File: config.mk
export PLATFORM = sky130hd
export DESIGN_NAME = wildcard_pattern_scan
export DESIGN_NICKNAME = d
export VERILOG_FILES = /design/src/rtl/wps_pkg.sv /design/src/rtl/wps_cell.sv /design/src/rtl/wps_cfg_regs.sv /design/src/rtl/wildcard_pattern_scan.sv
export SDC_FILE = /design/constraint.sdc
export NUM_CORES = 2
export LEC_CHECK = 0
export BUFFER_PORTS_ARGS = -buffer_cell sky130_fd_sc_hd__buf_4
export CAP_MARGIN = 40
export CORE_MARGIN = 3
export CORE_UTILIZATION = 64
export DETAILED_ROUTE_END_ITERATION = 7
export MAX_ROUTING_LAYER = met4
export PLACE_DENSITY_LB_ADDON = 0.25
export REMOVE_ABC_BUFFERS = 1
export SLEW_MARGIN = 10
export SYNTH_ARGS = -nofsm -noshare
export SYNTH_HDL_FRONTEND = slang
export SYNTH_SLANG_ARGS = --single-unit
File: constraint.sdc
create_clock -name clk_i -period 10.6 [get_ports clk_i]
set_input_delay 1.06 -clock clk_i [delete_from_list [all_inputs] [get_ports clk_i]]
set_output_delay 1.06 -clock clk_i [all_outputs]
set_load 0.01 [all_outputs]
File: src/rtl/wps_pkg.sv
`timescale 1ns / 1ps
// Shared types and constants of the wildcard pattern scan.
// No dependencies; imported by every module of the block.
package wps_pkg;

  // Longest window the block keeps, and signature bytes held in configuration
  localparam int SIG_MAX  = 16;
  localparam int SIG_HELD = 16;
  localparam int CELLS    = (SIG_MAX < SIG_HELD) ? SIG_MAX : SIG_HELD;
  localparam int SIG_IDX_W = $clog2(SIG_HELD);
  localparam int LEN_W    = 5;
  localparam int ADDR_W   = 64;

  // Configuration register indexes (byte address 8 * index)
  localparam logic [2:0] REG_SIG_LOW  = 3'd0;
  localparam logic [2:0] REG_SIG_HIGH = 3'd1;
  localparam logic [2:0] REG_WILDCARD = 3'd2;
  localparam logic [2:0] REG_LENGTH   = 3'd3;
  localparam logic [2:0] REG_DESCEND  = 3'd4;
  localparam logic [2:0] REG_BASE     = 3'd5;

  typedef struct packed {
    logic [7:0] data_byte;
    logic       final_byte;
  } in_word_t;

  typedef struct packed {
    logic              found;
    logic [ADDR_W-1:0] match_address;
  } out_word_t;

  typedef struct packed {
    logic [63:0]       signature_low;
    logic [63:0]       signature_high;
    logic [15:0]       wildcard_mask;
    logic [LEN_W-1:0]  signature_length;
    logic              scan_descending;
    logic [ADDR_W-1:0] base_address;
  } cfg_t;

  // Per-cycle control shared by every cell of the window
  typedef struct packed {
    logic shift;
    logic clear;
  } cell_ctrl_t;

endpackage

File: src/rtl/wps_cell.sv
`timescale 1ns / 1ps
// One window cell: holds one byte and compares the byte it takes in.
// Depends on wps_pkg.
module wps_cell
  import wps_pkg::*;
(
  input  logic       clk_i,
  input  logic       rst_ni,
  input  cell_ctrl_t ctrl_i,
  input  logic [7:0] byte_i,
  input  logic [7:0] sig_i,
  input  logic       wild_i,
  input  logic       use_i,
  output logic [7:0] byte_o,
  output logic       match_o
);

  logic [7:0] byte_q, byte_d;

  // Compare the byte this cell latches on the current shift
  assign match_o = !use_i || wild_i || (byte_i == sig_i);

  // Clear wins over shift
  always_comb begin
    byte_d = byte_q;
    if (ctrl_i.clear) begin
      byte_d = 8'd0;
    end else if (ctrl_i.shift) begin
      byte_d = byte_i;
    end
  end

  always_ff @(posedge clk_i or negedge rst_ni) begin
    if (!rst_ni) begin
      byte_q <= 8'd0;
    end else begin
      byte_q <= byte_d;
    end
  end

  assign byte_o = byte_q;

endmodule

File: src/rtl/wps_cfg_regs.sv
`timescale 1ns / 1ps
// APB-style configuration registers of the pattern scan.
// Depends on wps_pkg.
module wps_cfg_regs
  import wps_pkg::*;
(
  input  logic        clk_i,
  input  logic        rst_ni,
  input  logic        psel,
  input  logic        penable,
  input  logic        pwrite,
  input  logic [5:0]  paddr,
  input  logic [63:0] pwdata,
  output logic [63:0] prdata,
  output logic        pready,
  output cfg_t        cfg_o
);

  cfg_t       cfg_q, cfg_d;
  logic [2:0] reg_idx;
  logic       wr_en;

  assign pready  = 1'b1;
  assign reg_idx = paddr[5:3];
  assign wr_en   = psel && penable && pwrite && pready;

  // Write the addressed register; unknown indexes drop the word
  always_comb begin
    cfg_d = cfg_q;
    if (wr_en) begin
      case (reg_idx)
        REG_SIG_LOW:  cfg_d.signature_low    = pwdata;
        REG_SIG_HIGH: cfg_d.signature_high   = pwdata;
        REG_WILDCARD: cfg_d.wildcard_mask    = pwdata[15:0];
        REG_LENGTH:   cfg_d.signature_length = pwdata[LEN_W-1:0];
        REG_DESCEND:  cfg_d.scan_descending  = pwdata[0];
        REG_BASE:     cfg_d.base_address     = pwdata[ADDR_W-1:0];
        default:      cfg_d = cfg_q;
      endcase
    end
  end

  // Reset every register to zero except the length, which starts at one
  always_ff @(posedge clk_i or negedge rst_ni) begin
    if (!rst_ni) begin
      cfg_q <= {64'd0, 64'd0, 16'd0, LEN_W'(1), 1'b0, {ADDR_W{1'b0}}};
    end else begin
      cfg_q <= cfg_d;
    end
  end

  // Read back the addressed register
  always_comb begin
    case (reg_idx)
      REG_SIG_LOW:  prdata = cfg_q.signature_low;
      REG_SIG_HIGH: prdata = cfg_q.signature_high;
      REG_WILDCARD: prdata = {48'd0, cfg_q.wildcard_mask};
      REG_LENGTH:   prdata = {{(64-LEN_W){1'b0}}, cfg_q.signature_length};
      REG_DESCEND:  prdata = {63'd0, cfg_q.scan_descending};
      REG_BASE:     prdata = cfg_q.base_address;
      default:      prdata = 64'd0;
    endcase
  end

  assign cfg_o = cfg_q;

endmodule

File: src/rtl/wildcard_pattern_scan.sv
`timescale 1ns / 1ps
// Top level of the wildcard pattern scan: window cell chain, search state,
// output register. Depends on wps_pkg, wps_cell and wps_cfg_regs.
//
//   channel | direction | handshake                  | word
//   --------+-----------+----------------------------+---------------------
//   in      | input     | in_valid_i / in_ready_o    | in_word_t
//   out     | output    | out_valid_o / out_ready_i  | out_word_t
//   cfg     | input     | psel, penable, pwrite      | paddr, pwdata/prdata
//
// One byte is taken every cycle unless the input stalls; the compare over the whole cell chain and
// the address add finish in the cycle of acceptance.
// A result sits in the output register from the cycle after its byte.
// The input stalls only while the output register is full and not taken.
// Reset clears the window, the search state and the output valid, and sets
// the registers to their reset values; no clearing pass follows.
module wildcard_pattern_scan
  import wps_pkg::*;
(
  input  logic        clk_i,
  input  logic        rst_ni,
  input  logic        in_valid_i,
  output logic        in_ready_o,
  input  in_word_t    in_data_i,
  output logic        out_valid_o,
  input  logic        out_ready_i,
  output out_word_t   out_data_o,
  input  logic        psel,
  input  logic        penable,
  input  logic        pwrite,
  input  logic [5:0]  paddr,
  input  logic [63:0] pwdata,
  output logic [63:0] prdata,
  output logic        pready
);

  cfg_t              cfg;
  cell_ctrl_t        cell_ctrl;
  logic [127:0]      sig_all;
  logic [LEN_W-1:0]  len_used;
  logic [7:0]        chain [CELLS+1];
  logic [CELLS-1:0]  cell_match;

  logic [LEN_W-1:0]  seen_q, seen_d, seen_next;
  logic [ADDR_W-1:0] pos_q, pos_d;
  logic              done_q, done_d;
  logic              out_valid_q, out_valid_d;
  out_word_t         out_q, out_d;

  logic              in_fire, hit, has_result;
  logic [ADDR_W-1:0] hit_addr;

  wps_cfg_regs u_cfg (
    .clk_i   (clk_i),
    .rst_ni  (rst_ni),
    .psel    (psel),
    .penable (penable),
    .pwrite  (pwrite),
    .paddr   (paddr),
    .pwdata  (pwdata),
    .prdata  (prdata),
    .pready  (pready),
    .cfg_o   (cfg)
  );

  assign sig_all = {cfg.signature_high, cfg.signature_low};

  // Clamp the length to one .. CELLS
  always_comb begin
    len_used = cfg.signature_length;
    if (len_used == '0) begin
      len_used = LEN_W'(1);
    end else if (len_used > LEN_W'(CELLS)) begin
      len_used = LEN_W'(CELLS);
    end
  end

  assign in_ready_o = !out_valid_q || out_ready_i;
  assign in_fire    = in_valid_i && in_ready_o;

  assign cell_ctrl.shift = in_fire && !done_q;
  assign cell_ctrl.clear = in_fire && in_data_i.final_byte;

  // Build the chain; each cell picks the signature byte for its slot
  assign chain[0] = in_data_i.data_byte;

  for (genvar s = 0; s < CELLS; s++) begin : g_cell
    logic [LEN_W-1:0]     asc_idx;
    logic [SIG_IDX_W-1:0] sig_idx;
    logic                 in_use;

    assign asc_idx = len_used - LEN_W'(1) - LEN_W'(s);
    assign sig_idx = cfg.scan_descending ? SIG_IDX_W'(s) : asc_idx[SIG_IDX_W-1:0];
    assign in_use  = LEN_W'(s) < len_used;

    wps_cell u_cell (
      .clk_i   (clk_i),
      .rst_ni  (rst_ni),
      .ctrl_i  (cell_ctrl),
      .byte_i  (chain[s]),
      .sig_i   (sig_all[sig_idx*8 +: 8]),
      .wild_i  (cfg.wildcard_mask[sig_idx]),
      .use_i   (in_use),
      .byte_o  (chain[s+1]),
      .match_o (cell_match[s])
    );
  end

  // Saturate the fill count at the window depth
  assign seen_next = (seen_q < LEN_W'(CELLS)) ? seen_q + LEN_W'(1) : seen_q;
  assign hit       = !done_q && (seen_next >= len_used) && (&cell_match);

  // Lowest address covered by the match
  assign hit_addr = cfg.scan_descending ? cfg.base_address - pos_q
                  : cfg.base_address + pos_q - {{(ADDR_W-LEN_W){1'b0}}, len_used}
                    + ADDR_W'(1);

  assign has_result = in_fire && !done_q && (hit || in_data_i.final_byte);

  // Advance the search state; the final byte clears it
  always_comb begin
    seen_d = seen_q;
    pos_d  = pos_q;
    done_d = done_q;
    if (in_fire) begin
      if (in_data_i.final_byte) begin
        seen_d = '0;
        pos_d  = '0;
        done_d = 1'b0;
      end else if (!done_q) begin
        seen_d = seen_next;
        pos_d  = pos_q + ADDR_W'(1);
        done_d = hit;
      end
    end
  end

  always_ff @(posedge clk_i or negedge rst_ni) begin
    if (!rst_ni) begin
      seen_q <= '0;
      pos_q  <= '0;
      done_q <= 1'b0;
    end else begin
      seen_q <= seen_d;
      pos_q  <= pos_d;
      done_q <= done_d;
    end
  end

  // Load the output register; drop valid when the word is taken
  always_comb begin
    out_valid_d = out_valid_q;
    out_d       = out_q;
    if (has_result) begin
      out_valid_d         = 1'b1;
      out_d.found         = hit;
      out_d.match_address = hit ? hit_addr : '0;
    end else if (out_ready_i) begin
      out_valid_d = 1'b0;
    end
  end

  always_ff @(posedge clk_i or negedge rst_ni) begin
    if (!rst_ni) begin
      out_valid_q <= 1'b0;
    end else begin
      out_valid_q <= out_valid_d;
    end
  end

  always_ff @(posedge clk_i) begin
    out_q <= out_d;
  end

  assign out_valid_o = out_valid_q;
  assign out_data_o  = out_q;

  // A finished search has seen at least one byte
  a_done_seen: assert property (@(posedge clk_i) disable iff (!rst_ni)
    done_q |-> seen_q != '0)
    else $error("search done with empty window");

  // The final byte leaves a clean search state
  a_final_clears: assert property (@(posedge clk_i) disable iff (!rst_ni)
    in_fire && in_data_i.final_byte |=> pos_q == '0 && !done_q && seen_q == '0)
    else $error("final byte did not clear the search");

  // A not-found word carries a zero address
  a_miss_zero: assert property (@(posedge clk_i) disable iff (!rst_ni)
    out_valid_q && !out_q.found |-> out_q.match_address == '0)
    else $error("not-found word with nonzero address");

  // The fill count never passes the window depth
  a_seen_cap: assert property (@(posedge clk_i) disable iff (!rst_ni)
    seen_q <= LEN_W'(CELLS))
    else $error("fill count beyond window depth");

endmodule

# [Word level (Yosys, flattened, before mapping)]
# Cells that the tools add are included.
[totals] word_cells=285 register_bits=470 inputBits=86 out_inout_bits=132
[classes] eq_ne=22 muxes=91 order_cmp=35 addsub=22 n_shift=16 n_reduce_logical=72
[ops] cell="variable part select 128 x 8 -> 8 bit" n=16
[ops] cell="one-hot mux 64 bit (6 select lines)" n=1
[ops] cell="two-way mux 8 bit" n=30
[ops] cell="two-way mux 64 bit" n=3
[ops] cell="adder 64 x 1 -> 64 bit, second input constant" n=2
[ops] cell="equality test 8 bit" n=16
[ops] cell="< comparator 4 x 5 -> 1 bit, second input constant" n=16
[ops] cell="adder 64 bit" n=1
[ops] cell="binary-select mux 1 bit (select 4 bit)" n=16
[ops] cell="two-way mux 4 bit" n=16
[ops] cell="subtractor 64 x 5 -> 64 bit" n=1
[ops] cell="subtractor 64 bit" n=1
[ops] cell="< comparator 4 x 5 -> 1 bit, first input constant" n=8
[ops] cell="logical OR 1 bit" n=34
[ops] cell="subtractor 4 bit, second input constant" n=8
[ops] cell="two-way mux 5 bit" n=5
[ops] cell="< comparator 3 x 5 -> 1 bit, first input constant" n=4
[ops] cell="two-way mux 1 bit" n=20
[ops] cell="logical NOT 1 bit" n=18
[ops] cell="AND reduction 16 bit" n=1
[ops] cell="subtractor 4 x 3 -> 4 bit, second input constant" n=4
[ops] cell="AND reduction 2 bit" n=7
[ops] cell="< comparator 1 x 5 -> 1 bit, first input constant" n=2
[ops] cell="< comparator 2 x 5 -> 1 bit, first input constant" n=2
[ops] cell="other kinds (14)" n=26

# [Depth between registers and ports, before layout]
[depth] ltp_word=15 mapped_depth=23

# [By module]
# A second synthesis with hierarchy kept.
[unflattened] hier_cells=4373 hier_area_um2=39521.7
[modules_own_cells] module="wildcard_pattern_scan" n_inst=1 cells_each=3052 seq_area_each_um2=3728.6 area_each_um2=22763.1
[modules_own_cells] module="wps_cfg_regs" n_inst=1 cells_each=713 seq_area_each_um2=5356.4 area_each_um2=10052.1
[modules_own_cells] module="wps_cell" n_inst=16 cells_each=38 seq_area_each_um2=200.2 area_each_um2=419.2

# [Worst setup path before layout]
# Ideal clock, no wire load.
[synth_path] kind="flip-flop to flip-flop" start="register u_cfg.cfg_q, in the netlist u_cfg.cfg_o[69]" end="register out_q, in the netlist out_data_o[0] (enable)" synth_period_minus_slack_ns=8.304 stages_incl_launch_ff=20 t_arrival_ns=7.795 setup_time_ns=0.509 path_slack_ns=2.296 cell_sequence="dfrtp_1 or4_4 nand2_2 inv_1 ha_1 nor2_1 buf_2 buf_1 mux2i_1 a31oi_1 a31oi_1 a21oi_1 xor2_1 nor4_1 a211oi_1 a211o_1 or4_1 buf_2 buf_2 a21oi_1"
[synth_between] elab_chain_len=14 word_cells_on_any_way=170
[synth_lines] element="start: declaration" line_no="wps_cfg_regs.sv:19" source="cfg_t cfg_q, cfg_d;"
[synth_lines] element="start signal: assignment" line_no="wps_cfg_regs.sv:46" source="cfg_q <= {64'd0, 64'd0, 16'd0, LEN_W'(1), 1'b0, {ADDR_W{1'b0}}};"
[synth_lines] element="start signal: assignment" line_no="wps_cfg_regs.sv:48" source="cfg_q <= cfg_d;"
[synth_lines] element="> comparator 5 bit" line_no="wildcard_pattern_scan.sv:73" source="end else if (len_used > LEN_W'(CELLS)) begin"
[synth_lines] element="two-way mux 5 bit" line_no="wildcard_pattern_scan.sv:73"
[synth_lines] element="two-way mux 5 bit *" line_no="wildcard_pattern_scan.sv:71" source="if (len_used == '0) begin"
[synth_lines] element="parallel branches: the longest is 8 deep, another holds subtractor 4 x 1 -> 4 bit"
[synth_lines] element="logical AND 1 bit *" line_no="wildcard_pattern_scan.sv:111" source="assign hit = !done_q && (seen_next >= len_used) && (&cell_match);"
[synth_lines] element="logical OR 1 bit *" line_no="wildcard_pattern_scan.sv:118" source="assign has_result = in_fire && !done_q && (hit || in_data_i.final_byte);"
[synth_lines] element="logical AND 1 bit *" line_no="wildcard_pattern_scan.sv:118"
[synth_lines] element="via has_result" line_no="wildcard_pattern_scan.sv:50" source="logic in_fire, hit, has_result;"
[synth_lines] element="end signal: assignment" line_no="wildcard_pattern_scan.sv:172" source="out_q <= out_d;"
[synth_lines] element="end: declaration" line_no="wildcard_pattern_scan.sv:48" source="out_word_t out_q, out_d;"
# Mark *: on every way through the listed nets, which the timed path passes. The select of a mux whose other input is x is not followed.
# A chain may end at the register's enable or synchronous reset.

# [Worst setup path after layout]
[layout_path] start="register u_cfg.cfg_q, in the netlist u_cfg.cfg_o[68]" end="register out_q, in the netlist out_data_o[39] (enable)"
# Same word-level chain as after synthesis.

==> flow_summary.json <==
{
  "swShare_pct": 48.1,
  "viasPerCell": 6.79,
  "crit_buf_inv": 5,
  "fmax_mhz": 123,
  "ctsHtreeMaxLevel": 2,
  "relSlewSlack_pct": 29.9,
  "setup_violations": 0,
  "root_buffer": "clkbuf_16",
  "vias": 38436,
  "die_width_um": 261,
  "clk_latency_ns": 0.63,
  "switchingPower_mw": 5.21,
  "multi_input_area_mm2": 0.0269,
  "slew_viol_final": 0,
  "r2r_slack_ns": 2.50,
  "start_kind": "flop",
  "grt_pass1_vias": 36400,
  "p_leak_nw": 20.0,
  "synth_top_area_share_pct": 24.4,
  "synth_seq_cells": 470,
  "drc": 0,
  "required_ns": 10.88,
  "drive_above_1_share_pct": 16.0,
  "placed_area_mm2": 0.0435,
  "postCtsSetupBuffers": 0,
  "worstMarginPinSlew_ns": 1.05,
  "design_area_mm2": 0.0453,
  "ys_types": 101,
  "finalCriticalPeriod_ns": 8.10,
  "yosysTopAreaCell": "dfrtp_1",
  "ios": 218,
  "coreArea_mm2": 0.0635,
  "drt_iter0_drc": 5263,
  "cp_top_family": "simple AND/OR/NAND/NOR gates",
  "ir_drop_mv": 0.175,
  "hold_path.class": "input port to async pin",
  "r2r-end": "out_data_o[39]",
  "yosysSeqAreaShare_pct": 29.1,
  "area_growth_pct": 9.31,
  "finalHoldViolations": 0,
  "arrival_ns": 8.39,
  "clockBufferDepth": 3,
  "crit_slowest_cell": "or4_4",
  "setup_slack_ns": 2.50,
  "grt_start_max_net_pins": 175,
  "hpwlAfterDp_mm": 110,
  "rsz0062_at_grt": "false",
  "wl_mm": 147,
  "clockPowerShare_pct": 17.7,
  "internal-power_mw": 5.62,
  "endpoint_kind": "flop",
  "drt_pre_antenna_iters": 7,
  "port_buffers": 213,
  "cpMostUsedCell": "inv_1",
  "worstSetupPathType": "flop to flop",
  "rr_startpoint": "u_cfg.cfg_o[68]",
  "regArea_mm2": 0.0121,
  "p_comb_share_pct": 59.2,
  "final_nets": 5068,
  "async_flop_share_pct": 86.2,
  "fin_crit_sh_pct": 76.4,
  "p_per_area_mw_per_mm2": 239,
  "postCtsHoldBufs": 0,
  "cts_tree": "done",
  "gp_congestion": 1.04,
  "ys.flop_type": "dfrtp_1",
  "fin_skew_ns": 0.0331,
  "outcome": "complete, no violations",
  "rows": 92,
  "syn_inst": 4752,
  "r2r_cells": 20,
  "dp_slack_ns": 2.80,
  "grt_pass1_wl_mm": 221,
  "avgSynthCellArea_um2": 8.73,
  "path_clk_slew_ns": 0.06,
  "antenna_found_initial": 1,
  "cp_cell_sequence": "or4_4 -> nand2_2 -> inv_1 -> ha_1 -> inv_1 -> ha_1 -> inv_1 -> o211a_2 -> nor2_1 -> buf_4 -> a211oi_1 -> nor3_1 -> a21oi_1 -> xor2_1 -> nor4_1 -> a211oi_1 -> a211o_1 -> or4_4 -> a21oi_4 -> buf_12",
  "cp_max_fo": 44,
  "yosysWarnings": 0,
  "die_area_mm2": 0.0679,
  "fp.dieH_um": 261,
  "wl_per_cell_um": 25.9,
  "yosys-top-cells-area": "dfrtp_1 24%, mux2i_1 10%, mux2_2 6.4%, ha_1 6.1%, xnor2_1 5.1%",
  "synth-edff-count": 65,
  "start_util_pct": 65.3,
  "drtAntennaViolNets": 0,
  "grt_overflow": 0,
  "track_usage_pct": 43.6,
  "netlist_area_mm2": 0.0415,
  "slowest_delay_ns": 0.75,
  "fillers": 4920,
  "clock_sinks": 470,
  "cap_violations": 0,
  "cts_buffers": 51,
  "pwr-share-seq_pct": 23.1,
  "ctsResizeCount": 0
}
## through the flow
step                      setup TNS [ns]  utilization, %  cells  hold slack (ns)  total power, mW
after floorplan                  -353.39               -   4428            0.494             6.74
after global placement                 0            68.2   5556            0.510             8.54
after detailed placement               0            68.5   5565            0.518             8.66
after CTS                              0            71.3   5660            0.471             10.6
after global routing                   0            71.4   5663            0.507             11.3
final                                  0            71.4   5663            0.460             10.8
## power groups by stage
stage / clock, mW / combinational [mW] / sequential [mW]
final: 1.91 / 6.41 / 2.50
after global routing: 1.99 / 6.82 / 2.51
after CTS: 1.92 / 6.20 / 2.47
after detailed placement: 0 / 6.15 / 2.50
after global placement: 0 / 6.06 / 2.49
after floorplan: 0 / 4.43 / 2.31
## synthesized netlist by cell type (58+ instances only)
| library cell | instances |
|---|---|
| nand2_1 | 485 |
| mux2i_1 | 413 |
| dfrtp_1 | 404 |
| nor2_1 | 393 |
| a21oi_1 | 383 |
| inv_1 | 294 |
| xnor2_1 | 242 |
| mux2_2 | 235 |
| ha_1 | 202 |
| clkbuf_1 | 185 |
| o21ai_0 | 135 |
| nand3_1 | 116 |
| nor3_1 | 90 |
| a22o_1 | 73 |
| buf_2 | 70 |
| edfxtp_1 | 65 |
| a211oi_1 | 62 |
| a21o_1 | 60 |
| mux4_2 | 58 |
## flip-flops by register name, indices dropped and copies added, names as in the netlist
name	cells
u_cfg.cfg_o	214
g_cell.u_cell.byte_o	120
out_data_o	65
pos_q	64
seen_q	5
done_q	1
out_valid_o	1
## how the worst max path moves through the flow
stage	startpoint	endpoint	slack (ns)	cells after the start
after floorplan	u_cfg.cfg_o[64]	out_data_o[0]	-4.44	10
after global placement	u_cfg.cfg_o[68]	out_data_o[63]	2.76	19
after detailed placement	u_cfg.cfg_o[68]	out_data_o[63]	2.80	20
after CTS	u_cfg.cfg_o[68]	out_data_o[59]	2.78	20
after global routing	u_cfg.cfg_o[68]	out_data_o[39]	2.59	20
final	u_cfg.cfg_o[68]	out_data_o[39]	2.50	20
## cell type report
type / count / share of cell area (%)
inverters: 298 / 2.47
clock buffers: 65 / 3.27
diodes: 1 / 0.00552
clock inverters: 30 / 0.668
repair buffers: 293 / 5.33
flip-flops and latches: 470 / 26.7
well taps: 846 / 2.33
multi-input cells: 3660 / 59.3
## layer usage
metal  global-route usage (%)  share of wire (%)
met4                     24.0                7.0
met5                        -                  0
met2                     63.6                 43
met1                     57.0                 39
met3                     8.91                 11
## kinds of logic (layout without fill, tap and decap cells)
group | after synthesis | in the layout | share of synthesized area (%)
and+or+nand+nor | 1373 | 1373 | 15.4
AOI/OAI and AO/OA | 1073 | 1073 | 16.9
muxes | 706 | 706 | 19.5
buffers and inverters | 622 | 686 | 6.36
DFF | 470 | 470 | 29.1
xor gates and xnor gates | 299 | 299 | 6.31
adders and majority gates | 208 | 208 | 6.38
other | 1 | 2 | 0.00904
## cell usage in the layout, fill, tap and decap left out, types with 38 or more instances in the layout
cell type	synthesis	final
mux4_2	58	58
inv_1	294	293
nor4_1	39	38
clkbuf_16	0	54
a31oi_1	50	50
mux2_2	235	235
and3_1	47	47
dfrtp_1	404	403
o21ai_0	135	135
edfxtp_1	65	65
ha_1	202	202
xnor2_1	242	242
mux2i_1	413	413
a21oi_1	383	378
a21o_1	60	60
a22o_1	73	73
xor2_1	57	57
a211oi_1	62	62
buf_4	23	276
nand2_1	485	484
nor3_1	90	89
nand4_1	52	52
nor2_1	393	386
nand3_1	116	114
Note: power is estimated with default switching activity, not from simulation.
